`src/rtl/core/psa_pkg.sv`:
```
// Package for the priority scheduler with aging.
// Holds field widths, operation and status codes, level types and the compare result.
// No dependencies.
package psa_pkg;

    localparam int LEVEL_W = 6;
    localparam int SLOT_W  = 4;

    typedef logic signed [LEVEL_W-1:0] level_t;
    typedef logic [SLOT_W-1:0]         slot_t;
    typedef logic [1:0]                op_t;
    typedef logic [1:0]                status_t;

    localparam op_t OP_ADD    = 2'd0;
    localparam op_t OP_REMOVE = 2'd1;
    localparam op_t OP_SETPRI = 2'd2;
    localparam op_t OP_PICK   = 2'd3;

    localparam status_t ST_OK          = 2'd0;
    localparam status_t ST_NOT_PRESENT = 2'd1;
    localparam status_t ST_PRESENT     = 2'd2;
    localparam status_t ST_EMPTY       = 2'd3;

    localparam level_t FLOOR_RESET = -6'sd20;

    // One table entry: static and dynamic priority
    typedef struct packed {
        level_t stat;
        level_t dyn;
    } level_pair_t;

    // Verdict of the compare and aging unit for one scanned entry
    typedef struct packed {
        logic   better;
        logic   age_en;
        level_t aged;
    } cmp_res_t;

endpackage

```
`src/rtl/core/psa_if.sv`:
```
// Channel interfaces of the priority scheduler: request, response and configuration.
// Depends on psa_pkg.
interface psa_req_if;
    import psa_pkg::*;
    logic   valid;
    logic   ready;
    op_t    operation;
    slot_t  task_slot;
    level_t priority_req;

    modport source (output valid, operation, task_slot, priority_req, input ready);
    modport sink   (input valid, operation, task_slot, priority_req, output ready);
endinterface

interface psa_rsp_if;
    import psa_pkg::*;
    logic    valid;
    logic    ready;
    status_t status;
    slot_t   chosen_task;
    level_t  chosen_priority;

    modport source (output valid, status, chosen_task, chosen_priority, input ready);
    modport sink   (input valid, status, chosen_task, chosen_priority, output ready);
endinterface

interface psa_cfg_if;
    import psa_pkg::*;
    logic   valid;
    logic   ready;
    level_t aging_floor;

    modport source (output valid, aging_floor, input ready);
    modport sink   (input valid, aging_floor, output ready);
endinterface

```
`src/rtl/core/psa_age_cmp.sv`:
```
// Shared compare and aging unit: ranks one scanned entry against the running best
// and computes its aged dynamic priority. Depends on psa_pkg.
module psa_age_cmp (
    input  psa_pkg::level_pair_t cand,
    input  psa_pkg::level_pair_t best,
    input  logic                 best_valid,
    input  psa_pkg::level_t      floor_lvl,
    output psa_pkg::cmp_res_t    res
);
    import psa_pkg::*;

    // Rank by dynamic priority, then static; equal keeps the earlier slot
    always_comb
    begin
        res.better = !best_valid
                     || (cand.dyn < best.dyn)
                     || ((cand.dyn == best.dyn) && (cand.stat < best.stat));
        res.age_en = cand.dyn > floor_lvl;
        res.aged   = cand.dyn - level_t'(1);
    end

endmodule

```
`src/rtl/core/priority_scheduler_with_aging_top.sv`:
```
// Priority scheduler with aging, top level.
// Holds the slot table, the scan sequencer and the response register.
// Depends on psa_pkg, psa_if and psa_age_cmp.
//
// Usage:
//   req  : one request per handshake (operation, task_slot, priority_req).
//   rsp  : exactly one response per request, in request order.
//   cfg  : writes aging_floor; always ready; write only while the block is idle.
// Sequence:
//   Add, remove and set priority are executed in the exec state and answered from
//   the response register; the next request is taken once the block is idle again.
//   A pick makes one registered read of the level memory per slot through the shared
//   compare and aging unit, drains the read stage, then writes back the winner as its
//   response is loaded; a new request is taken only after the pick has responded.
// Stall:
//   A response waits in its register until taken; the next request is still
//   accepted, and its own response holds in the sequencer until the register frees.
// Reset:
//   Clears all present bits and the response valid flag and sets aging_floor to
//   -20; no clearing pass, level memory entries are only ranked for present slots.
module priority_scheduler_with_aging_top #(
    parameter int MAX_TASKS = 16
) (
    input  logic         clk,
    input  logic         rst_n,
    psa_req_if.sink      req,
    psa_rsp_if.source    rsp,
    psa_cfg_if.sink      cfg
);
    import psa_pkg::*;

    localparam int IDX_W = (MAX_TASKS > 1) ? $clog2(MAX_TASKS) : 1;
    localparam int CNT_W = $clog2(MAX_TASKS + 1);

    localparam logic [1:0] S_IDLE   = 2'd0;
    localparam logic [1:0] S_EXEC   = 2'd1;
    localparam logic [1:0] S_SCAN   = 2'd2;
    localparam logic [1:0] S_FINISH = 2'd3;

    // Control state
    logic [1:0]           state_reg, state_next;
    logic [CNT_W-1:0]     idx_reg, idx_next;
    logic                 p_valid_reg, p_valid_next;
    logic [IDX_W-1:0]     p_idx_reg, p_idx_next;
    logic                 best_valid_reg, best_valid_next;
    logic [IDX_W-1:0]     best_idx_reg, best_idx_next;
    level_pair_t          best_reg, best_next;
    logic [MAX_TASKS-1:0] present_reg, present_next;
    level_t               floor_reg, floor_next;
    logic                 rsp_valid_reg, rsp_valid_next;
    status_t              status_reg, status_next;
    slot_t                chosen_task_reg, chosen_task_next;
    level_t               chosen_prio_reg, chosen_prio_next;

    // Latched request
    op_t                  op_reg, op_next;
    slot_t                slot_reg, slot_next;
    level_t               prio_reg, prio_next;

    // Level memory
    level_pair_t          mem [MAX_TASKS];
    level_pair_t          rd_data_reg;
    logic                 mem_we;
    logic [IDX_W-1:0]     mem_waddr;
    level_pair_t          mem_wdata;
    logic                 issue;

    logic                 out_free;
    logic                 in_range;
    logic [IDX_W-1:0]     slot_idx;
    cmp_res_t             cmp;

    assign req.ready           = (state_reg == S_IDLE);
    assign cfg.ready           = 1'b1;
    assign rsp.valid           = rsp_valid_reg;
    assign rsp.status          = status_reg;
    assign rsp.chosen_task     = chosen_task_reg;
    assign rsp.chosen_priority = chosen_prio_reg;

    assign out_free = !rsp_valid_reg || rsp.ready;
    assign in_range = (32'(slot_reg) < MAX_TASKS);
    assign slot_idx = IDX_W'(slot_reg);
    assign issue    = (state_reg == S_SCAN) && (idx_reg != CNT_W'(MAX_TASKS));

    psa_age_cmp u_cmp (
        .cand       (rd_data_reg),
        .best       (best_reg),
        .best_valid (best_valid_reg),
        .floor_lvl  (floor_reg),
        .res        (cmp)
    );

    // Sequencer and response
    always_comb
    begin
        state_next       = state_reg;
        idx_next         = idx_reg;
        p_valid_next     = issue;
        p_idx_next       = issue ? IDX_W'(idx_reg) : p_idx_reg;
        best_valid_next  = best_valid_reg;
        best_idx_next    = best_idx_reg;
        best_next        = best_reg;
        present_next     = present_reg;
        floor_next       = cfg.valid ? cfg.aging_floor : floor_reg;
        rsp_valid_next   = (rsp_valid_reg && rsp.ready) ? 1'b0 : rsp_valid_reg;
        status_next      = status_reg;
        chosen_task_next = chosen_task_reg;
        chosen_prio_next = chosen_prio_reg;
        op_next          = op_reg;
        slot_next        = slot_reg;
        prio_next        = prio_reg;
        mem_we           = 1'b0;
        mem_waddr        = slot_idx;
        mem_wdata        = '{stat: prio_reg, dyn: prio_reg};

        // Rank and age the entry read last cycle
        if (p_valid_reg && present_reg[p_idx_reg])
        begin
            if (cmp.better)
            begin
                best_valid_next = 1'b1;
                best_idx_next   = p_idx_reg;
                best_next       = rd_data_reg;
            end
            if (cmp.age_en)
            begin
                mem_we    = 1'b1;
                mem_waddr = p_idx_reg;
                mem_wdata = '{stat: rd_data_reg.stat, dyn: cmp.aged};
            end
        end

        unique case (state_reg)
            S_IDLE:
            begin
                if (req.valid)
                begin
                    op_next         = req.operation;
                    slot_next       = req.task_slot;
                    prio_next       = req.priority_req;
                    idx_next        = '0;
                    best_valid_next = 1'b0;
                    state_next      = (req.operation == OP_PICK) ? S_SCAN : S_EXEC;
                end
            end
            S_EXEC:
            begin
                if (out_free)
                begin
                    rsp_valid_next   = 1'b1;
                    status_next      = ST_OK;
                    chosen_task_next = '0;
                    chosen_prio_next = '0;
                    state_next       = S_IDLE;
                    priority if (!in_range)
                        status_next = ST_NOT_PRESENT;
                    else if (op_reg == OP_ADD)
                    begin
                        if (present_reg[slot_idx])
                            status_next = ST_PRESENT;
                        else
                        begin
                            present_next[slot_idx] = 1'b1;
                            mem_we                 = 1'b1;
                        end
                    end
                    else if (!present_reg[slot_idx])
                        status_next = ST_NOT_PRESENT;
                    else if (op_reg == OP_REMOVE)
                        present_next[slot_idx] = 1'b0;
                    else
                        mem_we = 1'b1;
                end
            end
            S_SCAN:
            begin
                if (issue)
                    idx_next = idx_reg + CNT_W'(1);
                else
                    state_next = S_FINISH;
            end
            S_FINISH:
            begin
                if (out_free)
                begin
                    rsp_valid_next = 1'b1;
                    state_next     = S_IDLE;
                    if (best_valid_reg)
                    begin
                        status_next      = ST_OK;
                        chosen_task_next = SLOT_W'(best_idx_reg);
                        chosen_prio_next = best_reg.stat;
                        mem_we           = 1'b1;
                        mem_waddr        = best_idx_reg;
                        mem_wdata        = '{stat: best_reg.stat, dyn: best_reg.stat};
                    end
                    else
                    begin
                        status_next      = ST_EMPTY;
                        chosen_task_next = '0;
                        chosen_prio_next = '0;
                    end
                end
            end
            default:
            begin
                state_next = S_IDLE;
            end
        endcase
    end

    // Control registers
    always_ff @(posedge clk or negedge rst_n)
    begin
        if (!rst_n)
        begin
            state_reg      <= S_IDLE;
            idx_reg        <= '0;
            p_valid_reg    <= 1'b0;
            best_valid_reg <= 1'b0;
            present_reg    <= '0;
            floor_reg      <= FLOOR_RESET;
            rsp_valid_reg  <= 1'b0;
        end
        else
        begin
            state_reg      <= state_next;
            idx_reg        <= idx_next;
            p_valid_reg    <= p_valid_next;
            best_valid_reg <= best_valid_next;
            present_reg    <= present_next;
            floor_reg      <= floor_next;
            rsp_valid_reg  <= rsp_valid_next;
        end
    end

    // Payload registers
    always_ff @(posedge clk)
    begin
        p_idx_reg       <= p_idx_next;
        best_idx_reg    <= best_idx_next;
        best_reg        <= best_next;
        status_reg      <= status_next;
        chosen_task_reg <= chosen_task_next;
        chosen_prio_reg <= chosen_prio_next;
        op_reg          <= op_next;
        slot_reg        <= slot_next;
        prio_reg        <= prio_next;
    end

    // Level memory: one write and one registered read per cycle
    always_ff @(posedge clk)
    begin
        if (mem_we)
            mem[mem_waddr] <= mem_wdata;
        if (issue)
            rd_data_reg <= mem[IDX_W'(idx_reg)];
    end

`ifndef SYNTH
    a_pipe_in_scan: assert property (@(posedge clk) disable iff (!rst_n)
        p_valid_reg |-> (state_reg == S_SCAN))
        else $error("scan read stage active outside scan");

    a_winner_present: assert property (@(posedge clk) disable iff (!rst_n)
        ((state_reg == S_FINISH) && best_valid_reg) |-> present_reg[best_idx_reg])
        else $error("pick winner is not a present slot");

    a_rsp_source: assert property (@(posedge clk) disable iff (!rst_n)
        $rose(rsp_valid_reg) |-> ($past(state_reg) == S_EXEC || $past(state_reg) == S_FINISH))
        else $error("response loaded outside exec or finish");

    a_idx_bound: assert property (@(posedge clk) disable iff (!rst_n)
        (state_reg == S_SCAN) |-> (idx_reg <= CNT_W'(MAX_TASKS)))
        else $error("scan index beyond table");
`endif

endmodule

```
`src/flat_wrapper.sv`:
```
// flat-port wrapper written by rule: the top's interface ports become plain ports
module priority_scheduler_with_aging_top_flat import psa_pkg::*;
#(
    parameter int MAX_TASKS = 16
)
  (clk, rst_n, req_valid, req_operation, req_task_slot, req_priority_req, req_ready, rsp_valid, rsp_status, rsp_chosen_task, rsp_chosen_priority, rsp_ready, cfg_valid, cfg_aging_floor, cfg_ready);
  psa_req_if req_i ();
  psa_rsp_if rsp_i ();
  psa_cfg_if cfg_i ();
  input  logic clk;
  input  logic rst_n;
  input wire logic [$bits(req_i.valid)-1:0] req_valid;
  input wire logic [$bits(req_i.operation)-1:0] req_operation;
  input wire logic [$bits(req_i.task_slot)-1:0] req_task_slot;
  input wire logic [$bits(req_i.priority_req)-1:0] req_priority_req;
  output wire logic [$bits(req_i.ready)-1:0] req_ready;
  output wire logic [$bits(rsp_i.valid)-1:0] rsp_valid;
  output wire logic [$bits(rsp_i.status)-1:0] rsp_status;
  output wire logic [$bits(rsp_i.chosen_task)-1:0] rsp_chosen_task;
  output wire logic [$bits(rsp_i.chosen_priority)-1:0] rsp_chosen_priority;
  input wire logic [$bits(rsp_i.ready)-1:0] rsp_ready;
  input wire logic [$bits(cfg_i.valid)-1:0] cfg_valid;
  input wire logic [$bits(cfg_i.aging_floor)-1:0] cfg_aging_floor;
  output wire logic [$bits(cfg_i.ready)-1:0] cfg_ready;
  assign req_i.valid = req_valid;
  assign req_i.operation = req_operation;
  assign req_i.task_slot = req_task_slot;
  assign req_i.priority_req = req_priority_req;
  assign req_ready = req_i.ready;
  assign rsp_valid = rsp_i.valid;
  assign rsp_status = rsp_i.status;
  assign rsp_chosen_task = rsp_i.chosen_task;
  assign rsp_chosen_priority = rsp_i.chosen_priority;
  assign rsp_i.ready = rsp_ready;
  assign cfg_i.valid = cfg_valid;
  assign cfg_i.aging_floor = cfg_aging_floor;
  assign cfg_ready = cfg_i.ready;
  priority_scheduler_with_aging_top #(.MAX_TASKS(MAX_TASKS)) u_core (.clk(clk), .rst_n(rst_n), .req(req_i), .rsp(rsp_i), .cfg(cfg_i));
endmodule
```
`config.mk`:
```
export PLATFORM = sky130hd
export DESIGN_NAME = priority_scheduler_with_aging_top_flat
export DESIGN_NICKNAME = d
export VERILOG_FILES = /design/src/rtl/core/psa_pkg.sv /design/src/rtl/core/psa_if.sv /design/src/rtl/core/psa_age_cmp.sv /design/src/rtl/core/priority_scheduler_with_aging_top.sv /design/src/flat_wrapper.sv
export SDC_FILE = /design/constraint.sdc
export NUM_CORES = 1
export LEC_CHECK = 0
export BUFFER_PORTS_ARGS = -buffer_cell sky130_fd_sc_hd__buf_4
export CORE_MARGIN = 3
export CORE_UTILIZATION = 60
export CTS_CLUSTER_DIAMETER = 100
export DETAILED_ROUTE_END_ITERATION = 6
export MAX_ROUTING_LAYER = met4
export PLACE_DENSITY = 0.77
export SYNTH_ARGS = -nofsm -noshare
export SYNTH_HDL_FRONTEND = slang
export SYNTH_SLANG_ARGS = --single-unit
```
`constraint.sdc`:
```
create_clock -name clk -period 5.47 [get_ports clk]
set_clock_uncertainty 0.1 [all_clocks]
set_input_delay 0 -clock clk [delete_from_list [all_inputs] [get_ports clk]]
set_output_delay 0 -clock clk [all_outputs]
set_load 0.05 [all_outputs]
```
* Word-level counts from Yosys, hierarchy flattened *
Memories as Yosys holds them, arrays and structs flattened. A register that Yosys moved wholly into a read port is not among the register bits.
Cells that the tools add are included.
W data, S select, Z words.

storage, ports and cells
  flip-flop bits (word level) = 76
  bits in latches = 0
  bits in writable memories = 192
  bits in read-only memories = 0
  output and inout bits = 15
  memories kept = 1

cells by class
  add/sub/neg operators = 2
  $mul = 0
  div/mod/pow operators = 0
  $lt $le $gt $ge = 6
  eq/ne operators = 14
  shifts and indexed selects = 0
  multiplexer cells = 62
  bitwise logic cells = 3
  reductions and logical operators = 23

memory list
  name        words  width  read ports  clocked after memory_dff  wr ports  RTL line                                 text
  u_core.mem  16     12     1           1                         1         priority_scheduler_with_aging_top.sv:61  level_pair_t mem [MAX_TASKS];

operator list
  kind                  number
  $mux W16              4
  $mux W12              5
  $mux W4               8
  $mux W1               22
  $mux W2               9
  $mux W6               3
  $and A16 B16 Y16      1
  $not A16 Y16          1
  $or A16 B16 Y16       1
  $lt A6 B6 Y1          2
  $pmux W6 S2           1
  $lt A4 B5 Y1 const B  2
  $mux W5               2
  $pmux W5 S2           1
  $reduce_and A3 Y1     3
  $bmux W1 S4           2
  $ne A2 B1 Y1 const B  4
  $pmux W4 S2           1
  $reduce_bool A2 Y1    4
  $eq A2 B2 Y1 const B  3
  $eq A6 B6 Y1          1
  $gt A6 B6 Y1          1
  $ne A2 B2 Y1 const B  3
  $pmux W2 S3           1
  15 further kinds      25

* Logic depth before layout (Yosys ltp) *
  depth after elaboration = 11
  mapped depth = 12

* Modules after synthesis *
Synthesis repeated with hierarchy kept, for this count alone.

second synthesis, totals
  cell total of the unflattened synthesis = 677
  area total of the unflattened synthesis = 11786.3 µm²

modules (own cells, without submodules)
  module                             instances  cells each  area each (µm²)
  priority_scheduler_with_aging_top  1          601         11259.5
  psa_age_cmp                        1          76          526.8

* Worst setup path before layout *
No wires, ideal clock.

  kind = reg-to-reg
  start = register u_core.idx_reg[0]
  end = register u_core.idx_reg[3]
  arrival = 3183 ps
  required time = 5231 ps
  slack = 2048 ps
  cell stages (with the launch flop) = 11
  path buffers = 2
  period minus slack after synthesis = 3422 ps
  cells stage by stage = dfrtp_1 > clkbuf_1 > clkbuf_1 > inv_1 > ha_1 > nand2_1 > nor3_1 > nor3_1 > nand4_1 > xor2_1 > nor2_1

on the way
  cells in the longest elaborated chain, start to end = 4

RTL lines
  item                         RTL line                                  text
  from (decl)                  priority_scheduler_with_aging_top.sv:42   logic [CNT_W-1:0] idx_reg, idx_next;
  from (signal assigned)       priority_scheduler_with_aging_top.sv:228  idx_reg <= idx_next;
  $ne A5 B5 Y1                 priority_scheduler_with_aging_top.sv:83   assign issue = (state_reg == S_SCAN) && (idx_reg != CNT_W'(MAX_TASKS));
  $logic_and A1 B1 Y1          priority_scheduler_with_aging_top.sv:83
  named net u_core.issue       priority_scheduler_with_aging_top.sv:66   logic issue;
  $ne A2 B1 Y1 (no line)       n/a
  $reduce_and A3 Y1 (no line)  n/a

The timed path passes the listed nets, and every way through them passes these cells. The select of a mux whose other input is x is not followed.
A chain may end at the register's enable or synchronous reset.

* Worst setup path in the final report *
  start = register u_core.p_idx_reg[0]
  end = memory u_core.mem[5][4] (netlist name) (enable)

on the way
  cells in the longest elaborated chain, start to end = 11

RTL lines
  item                           RTL line                                  text
  from (decl)                    priority_scheduler_with_aging_top.sv:44   logic [IDX_W-1:0] p_idx_reg, p_idx_next;
  from (signal assigned)         priority_scheduler_with_aging_top.sv:240  p_idx_reg <= p_idx_next;
  $bmux W1 S4                    priority_scheduler_with_aging_top.sv:117  if (p_valid_reg && present_reg[p_idx_reg])
  $mux W1 (not written as such)  priority_scheduler_with_aging_top.sv:117
  $logic_and A1 B1 Y1            priority_scheduler_with_aging_top.sv:117
  $mux W1                        priority_scheduler_with_aging_top.sv:117
  $mux W1                        priority_scheduler_with_aging_top.sv:169  else if (op_reg == OP_REMOVE)
  $mux W1                        priority_scheduler_with_aging_top.sv:167  else if (!present_reg[slot_idx])
  $mux W1                        priority_scheduler_with_aging_top.sv:157  else if (op_reg == OP_ADD)
  $mux W1                        priority_scheduler_with_aging_top.sv:148  if (out_free)
  $pmux W1 S2                    priority_scheduler_with_aging_top.sv:133  unique case (state_reg)
  $mux W1                        priority_scheduler_with_aging_top.sv:254  if (mem_we)
  $mux W1 (not written as such)  priority_scheduler_with_aging_top.sv:255  mem[mem_waddr] <= mem_wdata;
  to (decl)                      priority_scheduler_with_aging_top.sv:61

Parallel ways exist; a longest one is shown, timed or not. The select of a mux whose other input is x is not followed.

==> summary.txt <==
Worst Max-Slew Pin Slew = 1.212 ns
P_sw = 1.765 mW
CTS Root Cell = clkbuf_16
Non-Filler Instances = 1,047
Synth Register Bits = 280
Buffers on Ports = 36
Mapped Area = 11,750 µm²
Pins Over Slew Limit = 0
clk sinks = 280
Synth Area per Inst = 17.23 µm²
Post-CTS Setup Inserts = 0
detail-routed via count per cell = 6.225
initial DRC count = 682
vias in the first global route = 6,624
initial core utilization = 62.00%
WP data arrival = 4.33 ns
Final period util = 78.06%
max reg flops = 192
first-pass iteration count of the detailed router = 6
Worst Path Max Fanout = 16
Comb pwr share = 21.5%
total wire length = 25,500 µm
Top Metal Used = met4
Sequential Power Share = 47.9%
CP endpoint kind = flop
crit path time final = 4.270 ns
Remaining Overflow, GRT = 0
Syn Inst Count = 682
CTS Hold Buffers Added = 34
clock buffer depth = 3
largest net degree at the start of global routing = 56
Max VDD drop = 0.3501 mV
Fillers = 1,161
commonest non-fill, non-tap cell in the layout = edfxtp_1
Core Area = 18,960 µm²
Clk pwr share = 30.6%
Site Rows = 50
most frequent cells in the layout = edfxtp_1, mux4_2, buf_4, nand2_1
die area = 21,300 µm²
H-tree depth = 1
placed cells = 962
Ys Warns = 0
met1 wire length = 9972 µm
total CTS buffers = 28
P_leak = 4.680 nW
PwrDens = 441.3 nW/µm²
share of layout cells above drive strength 1 = 21.86%
vias = 6,518
first-pass GRT wire length = 39,550 µm
Main synth FF type = edfxtp_1
Setup Viol. Count Final = 0
# IOs = 38
WL/cell = 24.35 µm
final net count = 811
met2 WL post-DR = 12,560 µm
critical path class = reg -> reg
diodes inserted = 0
Fin Setup TNS = 0 ns
EDFF count, synth = 248
Internal = 4.223 mW
switching part of the total power = 29.48%
Min Hold Slack = 0.06749 ns
outcome = finished, final reports clean
Slew headroom = 18.88%
antenna violations before repair = 0
Antenna Nets Post-Route = 0
P&R area growth vs syn = 15.48%
Async SR Flop Fraction = 11.43%
Skew-Pair Late Insertion Delay = 0.55 ns
post-cts resize count = 0
Met3 Wirelength = 2042 µm
routability cong. = 0.9073
Final Hold Viols = 0
Clock Pin Slew Worst Setup and Hold Paths = 0.07 ns
synthesized net count = 727
dpl hpwl = 16,380 µm
RSZ-0062 raised after global routing = false
Distinct cells, synth = 53
CTS tree = done
CP required = 5.53 ns
Die X = 146.0 µm
Startpoint Class = flop
DRC = 0
Die Height = 146.0 µm
post-synthesis sequential area ratio = 70.21%
HP Class = in -> reg
Total GRT Usage = 25.30%
Fmax = 0.2342 GHz
Max-Cap Viols = 0
-- stage by stage --
| step | setup slack [ns] | utilization (%) | total power [mW] | instance area, µm² |
|---|---|---|---|---|
| final | 1.200 | 71.60 | 5.989 | 13570 |
| after global routing | 1.021 | 71.60 | 6.226 | 13570 |
| after CTS | 1.281 | 71.60 | 6.012 | 13570 |
| after detailed placement | 1.373 | 65.06 | 4.162 | 12330 |
| after global placement | 1.574 | 65.06 | 4.114 | 12330 |
| after floorplan | 2.048 | - | 3.686 | 11750 |
-- power by group through the flow --
stage / clock network (mW) / registers, mW / logic, mW
2_1_floorplan: 0 / 2.85 / 0.836
3_3_place_gp: 0 / 2.91 / 1.21
3_5_place_dp: 0 / 2.91 / 1.25
4_1_cts: 1.86 / 2.87 / 1.28
5_1_grt: 1.95 / 2.91 / 1.37
6_report: 1.83 / 2.87 / 1.29
-- synth_stat cells (all sizes together), types with 3 or more instances --
master	n	area [µm²]
dfrtp	29	725.7
a21o	5	37.54
a21oi	10	50.05
nand3	7	35.03
and2	12	75.07
xnor2	4	35.03
o2111ai	4	35.03
o21ai	37	188.9
and3	4	25.02
ha	22	275.3
buf	10	60.06
inv	29	108.9
nand2b	9	56.30
nand2	43	161.4
mux2i	17	170.2
nor3	11	55.05
edfxtp	248	7447
clkbuf	21	78.83
nor2	34	127.6
o31ai	12	90.09
o21bai	4	30.03
mux2	6	67.56
mux4	64	1441
dfstp	3	78.83
nor3b	3	22.52
nor2b	4	25.02
-- routing by layer --
layer / track usage, % / up-vias
li1: - / 2847
met1: 34.08 / 3291
met2: 39.61 / 325
met3: 4.921 / 55
met4: 8.547 / 0
met5: - / -
-- path summary, 6_finish.rpt --
path | from | to | slack [ns] | cells past startpoint
min in group asynchronous | rst_n | u_core.floor_reg[5] | 0.47 | 3
setup / recovery | u_core.p_idx_reg[0] | u_core.mem[5][4] | 1.20 | 7
hold / removal | req_priority_req[3] | u_core.prio_reg[3] | 0.07 | 2
hold reg to reg | u_core.rd_data_reg[6] | u_core.best_reg[6] | 0.41 | 0
setup reg to reg | u_core.p_idx_reg[0] | u_core.mem[5][4] | 1.20 | 7
max in group asynchronous | rst_n | u_core.idx_reg[0] | 4.59 | 4
-- worst max-delay path, stage by stage (launching register included) --
cell and delay, ns:
edfxtp_1 0.64, nor2b_1 0.09, a2111oi_0 0.73, or4_4 0.27
a21boi_4 0.12, o311ai_1 0.60, nand2_1 0.32, nor2_1 1.00
-- cell type report --
cell class                 count  area (µm²)  share of cell area (%)
timing repair buffer          85       733.2                   5.402
clock inverter                18       150.1                   1.106
clock buffer                  33       739.5                   5.448
sequential                   280        8257                   60.84
tap                          260       325.3                   2.397
multi-input combinational    342        3258                   24.01
inverter                      29       108.9                  0.8021
-- logic make-up after synthesis --
family                     after synthesis  share of synthesized area [%]
DFF                                    280                          70.21
buffers and inverters                   60                          2.108
and+or+nand+nor                        136                          5.578
AOI/OAI and AO/OA                       91                          5.068
xor gates and xnor gates                 5                         0.3726
adders and majority gates               22                          2.342
muxes                                   87                          14.29
other                                    1                        0.03191
(Power assumes the default switching activity.)
